==> src/pd_pkg.sv <==
`default_nettype none
package pd_pkg;

   // Sizes of the stores and fields
   localparam int MAX_WIDTH   = 1024;
   localparam int ADDR_W      = 10;
   localparam int CNT_W       = 11;
   localparam int PAL_DEPTH   = 16;
   localparam int PAL_IDX_W   = 4;
   localparam int PAL_CNT_W   = 5;
   localparam int ERR_W       = 13;
   localparam int ERR_WORD_W  = 3 * ERR_W;
   localparam int DIST_W      = 18;

   // Dither modes
   localparam logic [1:0] MODE_DIFFUSE = 2'd0;
   localparam logic [1:0] MODE_BAYER4  = 2'd1;
   localparam logic [1:0] MODE_ORDER8  = 2'd2;
   localparam logic [1:0] MODE_PASS    = 2'd3;

   // Register indexes
   localparam logic [1:0] CSR_MODE   = 2'd0;
   localparam logic [1:0] CSR_WIDTH  = 2'd1;
   localparam logic [1:0] CSR_PALCNT = 2'd2;

   // Request kinds
   localparam logic KIND_PALETTE = 1'b0;
   localparam logic KIND_PIXEL   = 1'b1;

   // Threshold maps, indexed by {row, column}
   localparam logic [3:0] BAYER4 [16] = '{
      4'd0, 4'd8, 4'd2, 4'd10, 4'd12, 4'd4, 4'd14, 4'd6,
      4'd3, 4'd11, 4'd1, 4'd9, 4'd15, 4'd7, 4'd13, 4'd5};

   localparam logic [5:0] ORDER8 [64] = '{
      6'd0, 6'd48, 6'd12, 6'd60, 6'd3, 6'd51, 6'd15, 6'd63,
      6'd32, 6'd16, 6'd44, 6'd28, 6'd35, 6'd19, 6'd47, 6'd31,
      6'd8, 6'd56, 6'd4, 6'd52, 6'd11, 6'd59, 6'd7, 6'd55,
      6'd40, 6'd24, 6'd36, 6'd20, 6'd43, 6'd27, 6'd39, 6'd23,
      6'd2, 6'd50, 6'd14, 6'd62, 6'd1, 6'd49, 6'd13, 6'd61,
      6'd34, 6'd18, 6'd46, 6'd30, 6'd33, 6'd17, 6'd45, 6'd29,
      6'd10, 6'd58, 6'd6, 6'd54, 6'd9, 6'd57, 6'd5, 6'd53,
      6'd42, 6'd26, 6'd38, 6'd22, 6'd41, 6'd25, 6'd37, 6'd21};

   // Status of the nearest-colour search
   typedef struct packed {
      logic                 done;
      logic [PAL_IDX_W-1:0] index;
      logic [23:0]          rgb;
   } srch_stat_type;

endpackage
`default_nettype wire

==> src/pd_search.sv <==
`default_nettype none
module pd_search (
   input  wire logic                          clock,
   input  wire logic                          reset,
   input  wire logic                          pal_we,
   input  wire logic [pd_pkg::PAL_IDX_W-1:0]  pal_idx,
   input  wire logic [23:0]                   pal_rgb,
   input  wire logic                          start,
   input  wire logic [23:0]                   target,
   input  wire logic [pd_pkg::PAL_CNT_W-1:0]  count,
   output pd_pkg::srch_stat_type              stat
);
   import pd_pkg::*;

   logic [23:0]          pal_ff [PAL_DEPTH];
   logic [PAL_IDX_W-1:0] idx_ff, idx_in;
   logic                 busy_ff, busy_in;
   logic                 done_ff, done_in;
   logic [DIST_W-1:0]    best_d_ff, best_d_in;
   logic [PAL_IDX_W-1:0] best_i_ff, best_i_in;
   logic [23:0]          best_rgb_ff, best_rgb_in;

   logic [23:0]          entry;
   logic signed [17:0]   sq [3];
   logic [DIST_W-1:0]    cand_d;
   logic                 last;

   // Palette store, written from palette requests
   always_ff @(posedge clock) begin
      if (pal_we) begin
         pal_ff[pal_idx] <= pal_rgb;
      end
   end

   // Distance of one palette entry per cycle
   always_comb begin
      entry = pal_ff[idx_ff];
      for (int k = 0; k < 3; k++) begin
         sq[k] = signed'({10'd0, target[23-8*k -: 8]} - {10'd0, entry[23-8*k -: 8]})
               * signed'({10'd0, target[23-8*k -: 8]} - {10'd0, entry[23-8*k -: 8]});
      end
      cand_d = DIST_W'(sq[0]) + DIST_W'(sq[1]) + DIST_W'(sq[2]);
      last   = ({1'b0, idx_ff} + PAL_CNT_W'(1)) >= count;
   end

   // Step through the entries, keep the first minimum
   always_comb begin
      idx_in      = idx_ff;
      busy_in     = busy_ff;
      done_in     = 1'b0;
      best_d_in   = best_d_ff;
      best_i_in   = best_i_ff;
      best_rgb_in = best_rgb_ff;
      if (start) begin
         idx_in    = '0;
         busy_in   = 1'b1;
         best_d_in = '1;
      end else if (busy_ff) begin
         if (cand_d < best_d_ff) begin
            best_d_in   = cand_d;
            best_i_in   = idx_ff;
            best_rgb_in = entry;
         end
         idx_in = idx_ff + PAL_IDX_W'(1);
         if (last) begin
            busy_in = 1'b0;
            done_in = 1'b1;
         end
      end
   end

   always_ff @(posedge clock) begin
      if (reset) begin
         busy_ff <= 1'b0;
         done_ff <= 1'b0;
         idx_ff  <= '0;
      end else begin
         busy_ff <= busy_in;
         done_ff <= done_in;
         idx_ff  <= idx_in;
      end
      best_d_ff   <= best_d_in;
      best_i_ff   <= best_i_in;
      best_rgb_ff <= best_rgb_in;
   end

   assign stat.done  = done_ff;
   assign stat.index = best_i_ff;
   assign stat.rgb   = best_rgb_ff;

   a_done_after_busy: assert property (@(posedge clock) disable iff (reset)
      done_ff |-> $past(busy_ff))
      else $error("search done without a running search");

endmodule
`default_nettype wire

==> config.mk <==
export PLATFORM = sky130hd
export DESIGN_NAME = pd_search
export DESIGN_NICKNAME = d
export VERILOG_FILES = /design/src/pd_pkg.sv /design/src/pd_search.sv
export SDC_FILE = /design/constraint.sdc
export NUM_CORES = 1
export LEC_CHECK = 0
export ABC_AREA = 1
export BUFFER_PORTS_ARGS = -buffer_cell sky130_fd_sc_hd__buf_4
export CAP_MARGIN = 20
export CORE_MARGIN = 4
export CORE_UTILIZATION = 35
export DETAILED_ROUTE_END_ITERATION = 7
export GPL_TIMING_DRIVEN = 0
export SLEW_MARGIN = 20
export SYNTH_ARGS = -nofsm -noshare
export SYNTH_HDL_FRONTEND = slang
export SYNTH_SLANG_ARGS = --single-unit
==> constraint.sdc <==
create_clock -name clock -period 15.13 [get_ports clock]
set_input_delay 0.7565 -clock clock [delete_from_list [all_inputs] [get_ports clock]]
set_output_delay 0.7565 -clock clock [all_outputs]
set_load 0.02 [all_outputs]
==> flow_summary_export.csv <==
group,metric,value,unit
run_status,status,"completed",
grt,grt_pass1_wl,109.2,mm
grt,grt-ovfl-total,0,
final_layout,drive_above_1_share,10.45,%
critical_path,crit_path_end_kind,"flop",
clock_network,hold_buffers,0,
timing,post-route-min-period,11.91,ns
timing,finalSetupViolations,0,
final_layout,postLayoutCoreUtil,40.64,%
placed_design,port_buffers,88,
floorplan,core,77340,um^2
floorplan,die_h,287.2,um
critical_path,critPathTopFamily,"adder cells",
floorplan,initial_utilization,35.29,%
critical_path,arrival,12.20,ns
yosys,synthCells,2423,
timing,drv_slew,0,
clock_network,tritoncts,"yes",
grt,antenna_found_initial,3,
yosys,synth_area_leaders,"edfxtp_1 45%, fa_1 17%, inv_1 7.4%, ha_1 6.2%, mux2i_1 3.5%",
grt,grt_util_met3,2.641,%
job,maxCapViolCount,0,
critical_path,crit_slowest_cell,"fa_1",
yosys,synth.distinct_cells,46,
clock_network,postCtsSetupRepairBufs,0,
yosys,synth-seq-cells,440,
clock_network,cts.htree.levels,2,
grt,grt_use_met1,22.18,%
floorplan,boundaryPins,90,
floorplan,die_x,287.2,um
timing,final.period_utilization,78.69,%
final_layout,n_antenna_cell,0,
yosys,synth_top_area_cell,"edfxtp_1",
timing,tns,0,ns
floorplan,dieArea,82510,um^2
yosys,syn_nets,2855,
drt,postRouteAntennaNets,0,
clock_network,clock_sinks,440,
final_layout,layout.cells.non_filler,3653,
critical_path,start_kind,"flop",
yosys,yosysSeqAreaShare,47.39,%
critical_path,max_stage_delay,0.81,ns
timing,timing.slew.headroom,39.91,%
grt,grt_pass1_vias,18820,
timing,worst_pin_slew,0.9014,ns
drt,wl_per_cell,19.64,um
timing,rsz0062_at_grt,"false",
floorplan,rows,102,
yosys,synth_top_area_share,45.33,%
grt,grt_busiest_layer,"met2",
hold_path,hold_path_class,"input pin to flop",
final_layout,seqCellArea,12930,um^2
clock_network,cts_buffers,49,
yosys,synth_ff_type,"edfxtp_1",
yosys,syn-cell-area,27290,um^2
final_layout,fillers,7354,
final_layout,area_growth,15.17,%
critical_path,cpMostUsedCell,"inv_1",
drt,first_pass_iters,5,
critical_path,required,15.42,ns
final_layout,multi_input_comb_area,12010,um^2
drt,drc,0,
clock_network,cts_buffer_depth,3,
grt,met2_usage,31.12,%
drt,drt_wl_total,71.75,mm
yosys,yosys_warnings,0,
clock_network,ctsResizeCount,0,
timing,fmax,0.08399,GHz
yosys,async_flop_share,0,%
timing,fin_skew,0.02506,ns
drt,vias,17920,
yosys,postSynthAreaPerCell,11.26,um^2
yosys,synth_edf_count,412,
grt,grt_usage,17.54,%
clock_network,cts_root_buf,"clkbuf_16",
placed_design,placedCellCount,3568,
drt,vias_per_cell,4.905,
clock_network,clkTransAtPathRegs,0.07,ns
placed_design,dpl.hpwl,54.70,mm
critical_path,crit_buf_inv,13,
clock_network,clk_latency,0.59,ns
placed_design,gp_congestion,0.8778,
timing,finalHoldViolCount,0,
critical_path,critPathMaxFanout,16,
grt,grt_max_degree,19,
final_layout,nets,3011,
critical_path,crit_type,"flop to flop",
drt,drtIter0Drc,1402,
## area by class of cell
type	count	share of cell area (%)
Inverter	552	6.608
Multi-Input combinational cell	1350	38.22
Buffer	81	1.258
Timing Repair Buffer	105	3.543
Tap cell	1040	4.140
Clock inverter	25	0.8519
Sequential cell	440	41.14
Clock buffer	60	4.232
## worst reg2reg max path, delay by kind of cell (launching register included)
kind | cells | cell delay (ns)
compound gates | 8 | 1.27
flops | 1 | 0.30
simple gates | 14 | 2.39
buf+inv | 13 | 2.26
fa+ha+maj | 12 | 5.37
## registers in the layout, summed over array words and instances, names as in the netlist, named ones only
signal and flops:
pal_ff 384, best_rgb_ff 24, best_d_ff 18, best_i_ff 4
idx_ff 4, busy_ff 1, done_ff 1
## stage by stage
| step | setup slack (ns) | hold WS [ns] | area, um^2 |
|---|---|---|---|
| 5_1_grt | 2.488 | 0.3185 | 31430 |
| 4_1_cts | 3.123 | 0.3015 | 31430 |
| 2_1_floorplan | 4.626 | 0.4082 | 27290 |
| 3_3_place_gp | 1.671 | 0.4201 | 29250 |
| 6_report | 3.224 | 0.3391 | 31430 |
| 3_5_place_dp | 3.175 | 0.4228 | 29830 |
## Yosys cell counts, types with 5 or more instances
cell type    n
nor2_1     130
xnor2_1     11
nand3_1     49
inv_1      541
clkbuf_1    30
o21ai_1      7
inv_2        7
buf_1        9
ha_1       136
a21oi_1    150
edfxtp_1   412
nand3b_1     5
dfxtp_1     28
nand2_2      7
o21ai_0    135
buf_4       13
nand2_1    219
mux2i_1     96
or2_2        6
o211ai_1   103
xor2_1      23
buf_2       28
fa_1       235
## placed cells by master, fill, tap and decap left out, types with 3 or more instances in the layout
| master | n |
|---|---|
| xor2_1 | 23 |
| xnor2_1 | 11 |
| nor3_1 | 3 |
| clkinv_2 | 13 |
| bufinv_16 | 5 |
| or2_1 | 4 |
| buf_1 | 9 |
| inv_2 | 7 |
| o211ai_1 | 103 |
| dfxtp_1 | 28 |
| a21oi_1 | 150 |
| and2_1 | 4 |
| nand2_1 | 219 |
| nand4_1 | 3 |
| or2_2 | 6 |
| nor2_1 | 113 |
| fa_1 | 235 |
| o21a_1 | 3 |
| clkbuf_1 | 37 |
| nand2_2 | 7 |
| nand3b_1 | 5 |
| o21ai_1 | 7 |
| edfxtp_1 | 412 |
| clkinv_1 | 7 |
| inv_1 | 541 |
| nand3_1 | 49 |
| mux2i_1 | 96 |
| clkbuf_16 | 51 |
| o21ai_0 | 135 |
| buf_2 | 28 |
| buf_16 | 15 |
| nor2_4 | 20 |
| ha_1 | 136 |
| buf_4 | 101 |
## path summary, 6_finish.rpt
kind	startpoint	to	slack [ns]	cells after the start
setup reg to reg	flop	best_rgb_ff[10]	3.22	47
hold / removal	reset	busy_ff	0.34	2
hold reg to reg	idx_ff[3]	best_i_ff[3]	0.43	0
setup / recovery	flop	best_rgb_ff[10]	3.22	47
## layer usage
| metal | vias up | wire length, um |
|---|---|---|
| li1 | 8264 | - |
| met1 | 8971 | 28690 |
| met2 | 569 | 36240 |
| met3 | 113 | 4812 |
| met4 | 0 | 2005 |
| met5 | - | 0 |
## cell families after synthesis
logic type                 Yosys count  synth area share (%)
and+or+nand+nor                    439                 6.790
muxes                               96                 3.521
buffers and inverters              633                 9.059
AOI/OAI and AO/OA                  410                 8.679
xor gates and xnor gates            34                 1.091
DFF                                440                 47.39
adders and majority gates          371                 23.47
Power is not shown: default switching activity piles up to over one toggle a cycle in this logic, so the estimate is an artifact.
